$ cat config.mk
export PLATFORM = sky130hd
export DESIGN_NAME = byte_run_length_encoder_top
export DESIGN_NICKNAME = d
export VERILOG_FILES = /design/src/rtl/brle_pkg.sv /design/src/rtl/brle_front.sv /design/src/rtl/brle_queue.sv /design/src/rtl/brle_back.sv /design/src/rtl/byte_run_length_encoder_top.sv
export SDC_FILE = /design/constraint.sdc
export NUM_CORES = 1
export LEC_CHECK = 0
export BUFFER_PORTS_ARGS = -buffer_cell sky130_fd_sc_hd__buf_2
export CAP_MARGIN = 5
export CORE_MARGIN = 2
export CORE_UTILIZATION = 60
export DETAILED_ROUTE_END_ITERATION = 10
export PLACE_DENSITY = 0.9
export SYNTH_ARGS = -nofsm -noshare
export SYNTH_HDL_FRONTEND = slang
export SYNTH_SLANG_ARGS = --single-unit
$ cat constraint.sdc
create_clock -name i_clk -period 6.5 [get_ports i_clk]
set_clock_uncertainty 0.2 [all_clocks]
set_input_delay 0.325 -clock i_clk [delete_from_list [all_inputs] [get_ports i_clk]]
set_output_delay 0.325 -clock i_clk [all_outputs]
set_load 0.1 [all_outputs]
$ cat src/rtl/brle_pkg.sv
// shared types and constants of the byte run-length encoder
package brle_pkg;

    localparam int unsigned CAP_W       = 20;
    localparam int unsigned QUEUE_DEPTH = 4;
    localparam int unsigned QPTR_W      = $clog2(QUEUE_DEPTH);
    localparam int unsigned QCNT_W      = $clog2(QUEUE_DEPTH + 1);

    localparam logic [7:0]       RUN_MAX    = 8'd255;
    localparam logic [CAP_W:0]   PAIR_BYTES = 21'd2;

    // one pair to be emitted
    typedef struct packed {
        logic [7:0] count;
        logic [7:0] value;
        logic       last;
    } t_cmd;

    // up to two pairs pushed by one source word, first then second
    typedef struct packed {
        logic a_vld;
        t_cmd a;
        logic b_vld;
        t_cmd b;
    } t_push;

endpackage

$ cat src/rtl/brle_front.sv
// run tracking: turns source words into pair commands
module brle_front (
    input  logic           i_clk,
    input  logic           i_rst_n,
    input  logic           i_accept,
    input  logic [7:0]     i_data_byte,
    input  logic           i_last_byte,
    output brle_pkg::t_push o_push
);

    logic       r_run_open;
    logic [7:0] r_open_value;
    logic [7:0] r_open_count;

    logic       n_run_open;
    logic [7:0] n_open_value;
    logic [7:0] n_open_count;

    logic       extend;
    logic [7:0] new_count;
    logic       close_new;

    always_comb begin
        extend    = r_run_open && (i_data_byte == r_open_value);
        new_count = extend ? (r_open_count + 8'd1) : 8'd1;
        close_new = (new_count == brle_pkg::RUN_MAX) || i_last_byte;

        o_push.a_vld   = i_accept && r_run_open && !extend;
        o_push.a.count = r_open_count;
        o_push.a.value = r_open_value;
        o_push.a.last  = 1'b0;
        o_push.b_vld   = i_accept && close_new;
        o_push.b.count = new_count;
        o_push.b.value = i_data_byte;
        o_push.b.last  = i_last_byte;

        n_run_open   = r_run_open;
        n_open_value = r_open_value;
        n_open_count = r_open_count;
        if (i_accept) begin
            if (close_new) begin
                n_run_open   = 1'b0;
                n_open_value = 8'd0;
                n_open_count = 8'd0;
            end else begin
                n_run_open   = 1'b1;
                n_open_value = i_data_byte;
                n_open_count = new_count;
            end
        end
    end

    always_ff @(posedge i_clk) begin
        if (!i_rst_n) begin
            r_run_open   <= 1'b0;
            r_open_value <= 8'd0;
            r_open_count <= 8'd0;
        end else begin
            r_run_open   <= n_run_open;
            r_open_value <= n_open_value;
            r_open_count <= n_open_count;
        end
    end

endmodule

$ cat src/rtl/brle_queue.sv
// short command queue, two pushes and one pop per cycle
module brle_queue (
    input  logic            i_clk,
    input  logic            i_rst_n,
    input  brle_pkg::t_push i_push,
    input  logic            i_pop,
    output logic            o_head_vld,
    output brle_pkg::t_cmd  o_head,
    output logic            o_full
);

    brle_pkg::t_cmd r_mem [brle_pkg::QUEUE_DEPTH];

    logic [brle_pkg::QPTR_W-1:0] r_wr_ptr;
    logic [brle_pkg::QPTR_W-1:0] r_rd_ptr;
    logic [brle_pkg::QCNT_W-1:0] r_count;

    logic [brle_pkg::QPTR_W-1:0] n_wr_ptr;
    logic [brle_pkg::QPTR_W-1:0] n_rd_ptr;
    logic [brle_pkg::QCNT_W-1:0] n_count;

    logic [brle_pkg::QPTR_W-1:0] b_ptr;
    logic [brle_pkg::QCNT_W-1:0] push_n;
    logic [brle_pkg::QCNT_W-1:0] pop_n;

    always_comb begin
        push_n   = brle_pkg::QCNT_W'(i_push.a_vld) + brle_pkg::QCNT_W'(i_push.b_vld);
        pop_n    = brle_pkg::QCNT_W'(i_pop);
        b_ptr    = i_push.a_vld ? (r_wr_ptr + brle_pkg::QPTR_W'(1)) : r_wr_ptr;
        n_wr_ptr = r_wr_ptr + brle_pkg::QPTR_W'(push_n);
        n_rd_ptr = r_rd_ptr + brle_pkg::QPTR_W'(pop_n);
        n_count  = r_count + push_n - pop_n;
    end

    assign o_head_vld = (r_count != '0);
    assign o_head     = r_mem[r_rd_ptr];
    // room for two commands from the next word
    assign o_full     = (r_count > brle_pkg::QCNT_W'(brle_pkg::QUEUE_DEPTH - 2));

    always_ff @(posedge i_clk) begin
        if (!i_rst_n) begin
            r_wr_ptr <= '0;
            r_rd_ptr <= '0;
            r_count  <= '0;
        end else begin
            r_wr_ptr <= n_wr_ptr;
            r_rd_ptr <= n_rd_ptr;
            r_count  <= n_count;
        end
    end

    always_ff @(posedge i_clk) begin
        if (i_push.a_vld) begin
            r_mem[r_wr_ptr] <= i_push.a;
        end
        if (i_push.b_vld) begin
            r_mem[b_ptr] <= i_push.b;
        end
    end

endmodule

$ cat src/rtl/brle_back.sv
// capacity check, failure handling and output register
module brle_back (
    input  logic                       i_clk,
    input  logic                       i_rst_n,
    input  logic                       i_cfg_valid,
    input  logic [brle_pkg::CAP_W-1:0] i_out_capacity,
    input  logic                       i_head_vld,
    input  brle_pkg::t_cmd             i_head,
    output logic                       o_pop,
    output logic                       o_out_valid,
    input  logic                       i_out_stall,
    output logic [7:0]                 o_run_count,
    output logic [7:0]                 o_run_value,
    output logic                       o_overflow,
    output logic                       o_last_run,
    output logic [brle_pkg::CAP_W-1:0] o_bytes_written
);

    logic [brle_pkg::CAP_W-1:0] r_capacity;
    logic [brle_pkg::CAP_W-1:0] r_written;
    logic                       r_failed;
    logic                       r_out_valid;
    logic [7:0]                 r_run_count;
    logic [7:0]                 r_run_value;
    logic                       r_overflow;
    logic                       r_last_run;
    logic [brle_pkg::CAP_W-1:0] r_bytes_written;

    logic [brle_pkg::CAP_W-1:0] n_written;
    logic                       n_failed;
    logic                       n_out_valid;

    logic                       out_free;
    logic                       emit;
    logic [brle_pkg::CAP_W:0]   sum;
    logic                       ovf;

    always_comb begin
        out_free = !r_out_valid || !i_out_stall;
        sum      = {1'b0, r_written} + brle_pkg::PAIR_BYTES;
        ovf      = (sum > {1'b0, r_capacity});
        o_pop    = i_head_vld && (r_failed || out_free);
        emit     = i_head_vld && !r_failed && out_free;

        n_written   = r_written;
        n_failed    = r_failed;
        n_out_valid = r_out_valid && i_out_stall;
        if (o_pop) begin
            if (r_failed) begin
                // swallow until the end of the block
                if (i_head.last) begin
                    n_failed  = 1'b0;
                    n_written = '0;
                end
            end else begin
                n_out_valid = 1'b1;
                if (ovf) begin
                    n_written = '0;
                    n_failed  = !i_head.last;
                end else if (i_head.last) begin
                    n_written = '0;
                end else begin
                    n_written = sum[brle_pkg::CAP_W-1:0];
                end
            end
        end
    end

    always_ff @(posedge i_clk) begin
        if (!i_rst_n) begin
            r_capacity  <= '1;
            r_written   <= '0;
            r_failed    <= 1'b0;
            r_out_valid <= 1'b0;
        end else begin
            if (i_cfg_valid) begin
                r_capacity <= i_out_capacity;
            end
            r_written   <= n_written;
            r_failed    <= n_failed;
            r_out_valid <= n_out_valid;
        end
    end

    always_ff @(posedge i_clk) begin
        if (emit) begin
            r_run_count     <= ovf ? 8'd0 : i_head.count;
            r_run_value     <= ovf ? 8'd0 : i_head.value;
            r_overflow      <= ovf;
            r_last_run      <= ovf ? 1'b1 : i_head.last;
            r_bytes_written <= ovf ? '0 : sum[brle_pkg::CAP_W-1:0];
        end
    end

    assign o_out_valid     = r_out_valid;
    assign o_run_count     = r_run_count;
    assign o_run_value     = r_run_value;
    assign o_overflow      = r_overflow;
    assign o_last_run      = r_last_run;
    assign o_bytes_written = r_bytes_written;

endmodule

$ cat src/rtl/byte_run_length_encoder_top.sv
// top level of the byte run-length encoder
//
// channel   direction  handshake                  payload
// source    in         i_in_valid / o_in_stall    i_data_byte, i_last_byte
// pairs     out        o_out_valid / i_out_stall  o_run_count, o_run_value, o_overflow,
//                                                 o_last_run, o_bytes_written
// config    in         i_cfg_valid / o_cfg_ready  i_out_capacity
//
// one source word per cycle while o_in_stall is low; a closed pair passes the queue, then the output register
// the front tracks the open run, a four-entry queue holds pairs, the back checks capacity
// a word ending a block with a changed byte queues two pairs, which the back drains
// one at a time; the queue absorbs this, so the source stalls only under output stall
// synchronous active-low reset; capacity resets to its maximum
module byte_run_length_encoder_top (
    input  logic                       i_clk,
    input  logic                       i_rst_n,
    input  logic                       i_in_valid,
    output logic                       o_in_stall,
    input  logic [7:0]                 i_data_byte,
    input  logic                       i_last_byte,
    output logic                       o_out_valid,
    input  logic                       i_out_stall,
    output logic [7:0]                 o_run_count,
    output logic [7:0]                 o_run_value,
    output logic                       o_overflow,
    output logic                       o_last_run,
    output logic [brle_pkg::CAP_W-1:0] o_bytes_written,
    input  logic                       i_cfg_valid,
    output logic                       o_cfg_ready,
    input  logic [brle_pkg::CAP_W-1:0] i_out_capacity
);

    brle_pkg::t_push push;
    brle_pkg::t_cmd  head;
    logic            head_vld;
    logic            pop;
    logic            full;
    logic            in_accept;

    assign o_in_stall  = full;
    assign in_accept   = i_in_valid && !full;
    assign o_cfg_ready = 1'b1;

    brle_front u_front (
        .i_clk       (i_clk),
        .i_rst_n     (i_rst_n),
        .i_accept    (in_accept),
        .i_data_byte (i_data_byte),
        .i_last_byte (i_last_byte),
        .o_push      (push)
    );

    brle_queue u_queue (
        .i_clk      (i_clk),
        .i_rst_n    (i_rst_n),
        .i_push     (push),
        .i_pop      (pop),
        .o_head_vld (head_vld),
        .o_head     (head),
        .o_full     (full)
    );

    brle_back u_back (
        .i_clk           (i_clk),
        .i_rst_n         (i_rst_n),
        .i_cfg_valid     (i_cfg_valid),
        .i_out_capacity  (i_out_capacity),
        .i_head_vld      (head_vld),
        .i_head          (head),
        .o_pop           (pop),
        .o_out_valid     (o_out_valid),
        .i_out_stall     (i_out_stall),
        .o_run_count     (o_run_count),
        .o_run_value     (o_run_value),
        .o_overflow      (o_overflow),
        .o_last_run      (o_last_run),
        .o_bytes_written (o_bytes_written)
    );

endmodule

## Yosys cells after proc, flatten, opt, wreduce, memory -nomap -nowiden

Memories as Yosys holds them, arrays and structs flattened. A register that Yosys moved wholly into a read port is not among the register bits.
Cells that the tools add are included.

- Output and inout bits: 41
- RAM bits: 68
- Flip-flop bits (word level): 104
- Memories: 1
- Input bits: 34

Memories:

| name | words | width | rd ports | clocked after Yosys merged registers in | wr ports | line | text |
|---|---|---|---|---|---|---|---|
| u_queue.r_mem | 4 | 17 | 1 | 1 | 2 | brle_queue.sv:12 | `brle_pkg::t_cmd r_mem [brle_pkg::QUEUE_DEPTH];` |

- Order comparisons: 2
- Reductions and logical operators: 20
- Add/subtract/negate cells: 8
- Mux-type cells: 19
- Equal/unequal tests: 3

Operators with widths:

| kind | number |
|---|---|
| 2-to-1 mux 20 bit | 4 |
| 2-to-1 mux 8 bit | 3 |
| adder 20 x 2 -> 21 bit (second input constant) | 1 |
| greater-than comparator 21 x 20 -> 1 bit | 1 |
| 2-to-1 mux 1 bit | 10 |
| logical AND 1 bit | 9 |
| adder 8 x 1 -> 8 bit (second input constant) | 1 |
| equality test 8 bit | 1 |
| equality test 8 bit (second input constant) | 1 |
| zero test 1 bit | 6 |
| 2-to-1 mux 2 bit | 2 |
| adder 3 bit | 1 |
| greater-than comparator 3 x 2 -> 1 bit (second input constant) | 1 |
| logical OR 1 bit | 3 |
| nonzero test 3 bit | 1 |
| subtractor 3 x 1 -> 3 bit | 1 |
| adder 1 x 1 -> 2 bit | 1 |
| adder 2 x 1 -> 2 bit | 1 |
| adder 2 x 1 -> 2 bit (second input constant) | 1 |
| adder 2 bit | 1 |
| inequality test 2 x 1 -> 1 bit (second input constant) | 1 |
| AND reduction 2 bit | 1 |

## Logic depth before layout (Yosys ltp)

Gate-level depths: netlist (run 1).

- Depth after elaboration: 9
- Depth in mapped cells: 15
- Gate-level depth less buffers: 13

## Hierarchy

Synthesis (run 1) repeated with hierarchy kept, for this count alone.

- Cell total of the unflattened synthesis: 701
- Area total of the unflattened synthesis: 8582.0 µm²

Modules (own cells, without submodules):

| module | cells an instance | times used | seq. area each (µm²) | area each (µm²) |
|---|---|---|---|---|
| brle_queue | 219 | 1 | 2182.1 | 3816.2 |
| brle_back | 359 | 1 | 1931.9 | 3698.5 |
| brle_front | 120 | 1 | 340.3 | 1042.2 |
| byte_run_length_encoder_top | 3 | 1 | 0.0 | 25.0 |

## Least setup slack after synthesis (run 1)

No wires, ideal clock.

- Path kind: register to register
- Start point: register u_back.r_out_valid, in the netlist u_back.o_out_valid
- End point: register u_back.r_written[2] (netlist bit)
- Buffers on the path: 0
- Period minus slack after synthesis: 5.238 ns
- Data arrival time: 4.922 ns
- Cell stages (with the launch flop): 5
- Required time: 6.184 ns
- Slack: 1.262 ns
- Cell sequence: dfxtp_1 a211oi_1 a21oi_1 and3_1 a31o_2

- Cells in the longest elaborated chain, start to end: 5

RTL lines:

| what | line | text |
|---|---|---|
| start, declared | brle_back.sv:22 | `logic r_out_valid;` |
| start signal, assigned | brle_back.sv:81 | `r_out_valid <= n_out_valid;` |
| zero test 1 bit | brle_back.sv:39 | `out_free = !r_out_valid \|\| !i_out_stall;` |
| logical OR 1 bit | brle_back.sv:39 |  |
| logical OR 1 bit | brle_back.sv:42 | `o_pop = i_head_vld && (r_failed \|\| out_free);` |
| logical AND 1 bit | brle_back.sv:42 |  |
| AND reduction 2 bit (no line) | -- |  |
| end signal, assigned | brle_back.sv:79 | `r_written <= n_written;` |
| end, declared | brle_back.sv:20 | `logic [brle_pkg::CAP_W-1:0] r_written;` |

No other way between the ends.
A chain may end at the register's enable or synchronous reset.

## Worst setup path after layout (run 1)

- Start point: register u_back.r_written[4] (netlist bit)
- End point: register u_back.r_last_run, in the netlist u_back.o_last_run, data pin

- Cells in the longest elaborated chain, start to end: 2

RTL lines:

| what | line | text |
|---|---|---|
| adder 20 x 2 -> 21 bit | brle_back.sv:40 | `sum = {1'b0, r_written} + brle_pkg::PAIR_BYTES;` |
| via u_back.sum, one bit | brle_back.sv:35 | `logic [brle_pkg::CAP_W:0] sum;` |
| greater-than comparator 21 x 20 -> 1 bit | brle_back.sv:41 | `ovf = (sum > {1'b0, r_capacity});` |
| end signal, assigned | brle_back.sv:90 | `r_last_run <= ovf ? 1'b1 : i_head.last;` |
| end, declared | brle_back.sv:26 | `logic r_last_run;` |

The timed path passes the listed nets, and every way through them passes these cells.

==> results of run 1 <==
[sequential cells by signal (all words and copies together) (netlist names), 2 cells and up]
| signal | count |
|---|---|
| u_queue.r_mem | 68 |
| u_back.r_capacity | 20 |
| u_back.o_bytes_written | 19 |
| u_back.r_written | 19 |
| u_back.o_run_count | 8 |
| u_back.o_run_value | 8 |
| u_front.r_open_count | 8 |
| u_front.r_open_value | 8 |
| u_queue.r_count | 3 |
| u_queue.r_rd_ptr | 2 |
| u_queue.r_wr_ptr | 2 |
[layout make-up]
cell class | instances | area (um^2) | share of cell area, %
clock buffer | 21 | 471.7 | 4.818
clock inverter | 11 | 163.9 | 1.674
inverter | 34 | 135.1 | 1.380
multi-input combinational | 490 | 3722 | 38.02
sequential | 170 | 4454 | 45.50
tap | 180 | 225.2 | 2.300
timing repair buffer | 99 | 618.1 | 6.313
[critical path, delay by kind of cell, from the launching register on]
kind	cells	cell delay [ns]
AO/OA/AOI/OAI	2	0.30
adder cells (fa/ha/maj)	1	0.29
XOR/XNOR	1	0.25
AND/OR/NAND/NOR	8	2.61
buffers and inverters	1	0.31
flip-flops	1	0.46
[power by group through the flow]
| stage | sequential [W] | combinational [W] | clock (W) |
|---|---|---|---|
| after floorplan | 0.00228 | 0.000513 | 0 |
| after CTS | 0.00147 | 0.00158 | 0.00109 |
| final | 0.00147 | 0.00158 | 0.00109 |
| after detailed placement | 0.00149 | 0.00157 | 0 |
| after global placement | 0.00148 | 0.00155 | 0 |
| after global routing | 0.00149 | 0.00167 | 0.00113 |
[worst max-delay path by stage]
stage | slack, ns | to | start | cells past startpoint
floorplan | 1.26 | u_back.r_written[2] | u_back.o_out_valid | 4
global placement | 2.16 | u_back.o_last_run | u_back.r_written[4] | 13
detailed placement | 2.02 | u_back.o_last_run | u_back.r_written[4] | 13
CTS | 1.88 | u_back.o_last_run | u_back.r_written[4] | 13
global route | 1.37 | u_back.r_written[11] | u_back.r_written[4] | 13
finish | 1.82 | u_back.o_last_run | u_back.r_written[4] | 13
[synthesized netlist by cell type, types with 15 or more instances]
master / number
nor2_1: 48
ha_1: 32
inv_1: 32
mux4_2: 17
nand3_1: 33
clkbuf_1: 21
dfxtp_1: 65
o211ai_1: 24
mux2_2: 45
a21oi_1: 33
o21ai_0: 23
edfxtp_1: 105
xor2_1: 15
nand2_1: 63
nor2b_1: 38
[per-stage QoR]
step	setup WS, ns	hold WS [ns]	area, um^2	std cells
after floorplan	1.262	0.2342	8502	733
after global placement	2.159	0.2655	8935	951
after detailed placement	2.017	0.2666	8935	951
after CTS	1.879	0.001011	9791	1005
after global routing	1.366	0.01608	9791	1005
final	1.820	0.01689	9791	1005
[cell families after synthesis]
| group | count (synthesis) |
|---|---|
| flops | 170 |
| buf+inv | 73 |
| xor+xnor | 29 |
| compound gates | 111 |
| simple gates | 241 |
| fa+ha+maj | 33 |
| other cells | 2 |
| mux | 74 |
[routing by layer]
layer	global-route usage [%]	part of all wire, %
met4	10.94	2.0
met1	31.59	41
met5	0	0
met3	6.042	6.1
met2	44.61	51
[timing repair]
action | in CTS | in global routing
endpoints found under the setup margin | 0 | 0
endpoints found under the hold margin | 22 | 0
gates resized for setup | 0 | 0
hold buffers | 22 | 0
setup buffers | 0 | 0
==> metrics.md, run 1 <==
| Metric | Value |
|---|---|
| Largest net degree at the start of global routing | `41` |
| Post-Synth Adder-Cell Area | `4.945%` |
| Total GRT Usage | `26.02%` |
| Worst Setup Start Kind | `register` |
| Int Pwr | `0.002386 W` |
| Worst vdd ir | `0.2281 mV` |
| Hold Crit Class | `in -> reg` |
| Synth cell types | `55` |
| Main synth FF type | `edfxtp_1` |
| Relative slew slack | `24.09%` |
| Tmin final | `4.680 ns` |
| CTS tree | `built` |
| Static Leakage | `4.031 nW` |
| Commonest non-fill, non-tap cell in the layout | `edfxtp_1` |
| Vias | `6070` |
| Clock power share | `a little over a quarter` |
| Port bufs | `slightly above 70` |
| Final period util | `between 70% and 80%` |
| Status | `completed` |
| Detail Route Antenna Nets | `0` |
| Root Buffer | `clkbuf_16` |
| Antenna diode count | `0` |
| Post-synth EDFFs | `105` |
| Compound-Gate Fraction of Synth Area | `8.565%` |
| Hold Path Sink | `u_front.r_open_value[1]` |
| Die area | `15140 um^2` |
| Worst path cell trace | `nand4_1 > nor3_1 > nand2_1 > nor2_1 > xor2_1 > ha_1 > nand4_1 > a21oi_1 > or3_1 > nor4_1 > o21ai_2 > buf_4 > or2_2` |
| Slowest cell on crit path | `nor4_1` |
| First-pass GRT wire length | `29880 um` |
| Fillers | `887` |
| Synth Area in XOR/XNOR | `under 10%` |
| Critical path class | `reg -> reg` |
| Clock Latency Late Sink | `0.43 ns` |
| H-tree depth | `4` |
| Mux contribution to synthesized area | `12.48%` |
| First-pass detailed-route iteration total | `5` |
| Final total power | `0.004143 W` |
| # setup viols final | `0` |
| Part of the power in registers | `35.5%` |
| Final Slew Violations | `0` |
| Avg Vias per Cell | `between 6 and 7` |
| GPL Wtd Cong | `0.8880` |
| Worst r2r path cells | `13` |
| Worst R2R Setup Slack | `1.82 ns` |
| Fmax | `about 0.21 GHz` |
| Hpwl dp | `11510 um` |
| Ratio of cells with drive above 1 in the final layout | `24.48%` |
| CP max stage delay | `0.55 ns` |
| Unrepaired setup endpoints after global routing | `no` |
| Initial antenna violation count | `0` |
| Comb pwr share | `38.2%` |
| Vias in the first global route | `about 6k` |
| Crit-path most repeated cell | `nand4_1` |
| Worst hold path cell count | `3` |
| Rows | `43` |
| Syn nets | `800` |
| Crit end category | `register` |
| Hold Vio Cnt, Final | `0` |
| Die X-Extent | `123.0 um` |
| Total wire length after detailed routing | `around 19000 um` |
| Num CTS Buffers | `17` |
| Post-Synthesis Cells | `733` |
| GRT overflow | `0` |
| Top cell type's share of synthesized area | `37.09%` |
| Die Ht | `123.0 um` |
| Final Util | `between 70% and 80%` |
| Clock slew at reported path FFs | `about 0.07 ns` |
| Fraction of registers with async set/reset | `0%` |
| Register area share after synthesis | `52.39%` |
| Post-synthesis register bit count | `170` |
| Combinational family with the most area after synthesis | `simple AND/OR/NAND/NOR gates` |
| WP data required | `6.48 ns` |
| Hold_sp | `i_data_byte[1]` |
| Sw Share | `42.41%` |
| Top cells by area, synth | `edfxtp_1, dfxtp_1, mux2_2, ha_1, mux4_2` |
| I/O Pins | `75` |
| Wire per inst | `18.76 um` |
| Worst R2R End | `u_back.o_last_run` |
| Area leader, netlist | `edfxtp_1` |
| P_sw | `0.001757 W` |
| Power Dens Cells | `423.2 nW/um^2` |
| Most frequent cells in the layout | `edfxtp_1, buf_2, dfxtp_1, nand2_1, nor2_1` |
| Initial core utilization | `61.25%` |
| Area growth syn-to-layout | `15.16%` |
| Syn Area/Cell | `11.60 um^2` |
| Worst reg2reg startpoint | `u_back.r_written[4]` |
| CTS max path bufs | `2` |
| YS warnings | `0` |
| Worst path arrival time | `4.66 ns` |
| DRC viols | `0` |
| Maximum capacitance violations | `0` |
| Clock sinks | `170` |
| Crit path max fanout | `30` |
| Setup_tns | `0 ns` |
| Worst Tran Pin Value | `1.139 ns` |
| Post-synthesis simple-gate area fraction | `14.53%` |
| DRT iter0 DRCs | `542` |
| Nets | `879` |
| Mapped Area | `8502 um^2` |
| Placeable core region | `~14000 um^2` |
No activity file was read; power rests on OpenSTA's default activity.
==> run 2, diff against run 1 <==
Settings changed: CORE_UTILIZATION 60 to 54, PLACE_DENSITY 0.9 to 0.86.
Clock period 6.5 ns to 4 ns, I/O delays scaled along.
==> metrics.md, run 2 (synthesized netlist as in run 1, its figures left out) <==
| Metric | Value |
|---|---|
| Max reg flops | `68` |
| Root Buffer | `clkbuf_16` |
| Maximum capacitance violations | `0` |
| Top flop regs | `u_queue.r_mem: 68 flops, u_back.r_capacity: 20 flops` |
| Final Instance Area | `10120 um^2` |
| GRT overflow | `0` |
| Hold Path Sink | `u_back.r_capacity[11]` |
| Largest net degree at the start of global routing | `41` |
| CTS tree | `built` |
| Hold Crit Class | `in -> reg` |
| Wire per inst | `between 15 and 20 um` |
| Die area | `approximately 17000 um^2` |
| Most frequent cells in the layout | `edfxtp_1, buf_2, dfxtp_1, nand2_1, nor2_1` |
| Ratio of cells with drive above 1 in the final layout | `26.52%` |
| Fmax | `between 0.2 and 0.3 GHz` |
| Worst hold path cell count | `2` |
| Clock sinks | `170` |
| # setup viols final | `0` |
| CTS max path bufs | `2` |
| Biggest register | `u_queue.r_mem` |
| Worst path cell trace | `ha_1 > nand3_1 > nor3_1 > nand3_1 > xnor2_2 > ha_1 > a211oi_1 > nor2_1 > or3_1 > nor4_4 > o21a_1 > buf_12 > o211ai_1 > a21oi_1` |
| Unrepaired setup endpoints after global routing | `no` |
| Worst Tran Pin Value | `~0.83 ns` |
| DRT iter0 DRCs | `around 530` |
| Worst path arrival time | `3.97 ns` |
| First-pass detailed-route iteration total | `6` |
| Worst r2r path cells | `14` |
| Antenna diode count | `0` |
| WP data required | `4.15 ns` |
| Final total power | `~0.0067 W` |
| Final Slew Violations | `0` |
| Placeable core region | `15310 um^2` |
| Post-CTS Setup Inserts | `0` |
| First-pass GRT wire length | `30560 um` |
| Worst vdd ir | `0.6095 mV` |
| Hold_sp | `i_rst_n` |
| Vias in the first global route | `5946` |
| Clock slew at reported path FFs | `0.06 ns` |
| Status | `completed` |
| Worst reg2reg startpoint | `u_back.r_written[1]` |
| Final period util | `95.72%` |
| Worst Setup Start Kind | `register` |
| Critical path class | `reg -> reg` |
| Initial core utilization | `55.51%` |
| Vias | `a little over 6k` |
| Port bufs | `72` |
| Clock Latency Late Sink | `roughly 0.43 ns` |
| Crit path max fanout | `20` |
| Num CTS Buffers | `17` |
| CP max stage delay | `0.40 ns` |
| Static Leakage | `around 4.2 nW` |
| Worst R2R End | `u_back.r_written[3]` |
| Die X-Extent | `129.5 um` |
| Crit end category | `register` |
| H-tree depth | `4` |
| Setup_tns | `0 ns` |
| GPL Wtd Cong | `just under 0.9` |
| Post-place instance area | `a little over 9000 um^2` |
| Rows | `45` |
| Worst R2R Setup Slack | `0.17 ns` |
| DRC viols | `0` |
| Buf+Inv Stages, Crit Path | `1` |
| Cell family with most CP delay | `simple AND/OR/NAND/NOR gates` |
| Total wire length after detailed routing | `19560 um` |
| Hpwl dp | `~12000 um` |
| Die Ht | `129.5 um` |
| Power Dens Cells | `659.5 nW/um^2` |
| Detail Route Antenna Nets | `0` |
| Tmin final | `between 3 and 4 ns` |
| Area growth syn-to-layout | `19.04%` |
| Hold Vio Cnt, Final | `0` |
| Avg Vias per Cell | `~5.7` |
| I/O Pins | `75` |
| Slowest cell on crit path | `dfxtp_2` |
| Commonest non-fill, non-tap cell in the layout | `edfxtp_1` |
| Relative slew slack | `about 45%` |
| Initial antenna violation count | `0` |
| Nets | `910` |
| Total GRT Usage | `24.01%` |
## run 2: final cells by class
class                           count  area (um^2)
Fill cell                        1069         5194
Sequential cell                   170         4456
Multi-Input combinational cell    490         3754
Timing Repair Buffer              130        910.9
Clock buffer                       28        549.3
Tap cell                          211        264.0
Inverter                           34        135.1
Clock inverter                      4        52.55
## run 2: worst max-delay path by stage
stage,from,end,slack [ns],cells after the start
floorplan,u_back.r_written[4],u_back.o_last_run,0.16,15
global placement,u_back.r_written[1],u_back.o_last_run,0.33,12
detailed placement,u_back.r_written[1],u_back.o_last_run,0.16,12
CTS,u_back.r_written[1],u_back.r_written[3],0.01,14
global route,u_back.r_written[1],u_back.r_written[3],0.0009,14
finish,u_back.r_written[1],u_back.r_written[3],0.17,14
## run 2: per-stage QoR
step	worst slack [ns]	util, %	instances	hold slack (ns)
global placement	0.3309	59.92	1004	0.2156
detailed placement	0.1565	59.92	1004	0.2213
finish	0.1710	66.09	1067	0.06643
floorplan	0.1589	-	733	0.1262
CTS	0.01497	65.87	1067	0.05309
global route	0.0008864	66.09	1067	0.09218
## run 2: what timing repair did
| item | in CTS | in global routing |
|---|---|---|
| gates resized for setup | 0 | 6 |
| hold endpoints to repair | 60 | 0 |
| hold buffers | 31 | 0 |
| setup endpoints to repair | 0 | 57 |
## run 2: where the power goes
| group | internal (W) | total, W | switching (W) |
|---|---|---|---|
| clock | 0.00100 | 0.00165 | 0.000650 |
| combinational | 0.000590 | 0.00267 | 0.00208 |
| sequential | 0.00224 | 0.00236 | 0.000123 |
## run 2: layer usage
metal  share of wire (%)  up-vias  GRT usage (%)
met4                 2.8        0          10.63
met3                 7.5       44          5.078
li1                    -     2889              -
met2                  49      268          39.88
met5                   0        -              0
met1                  41     2932          30.54
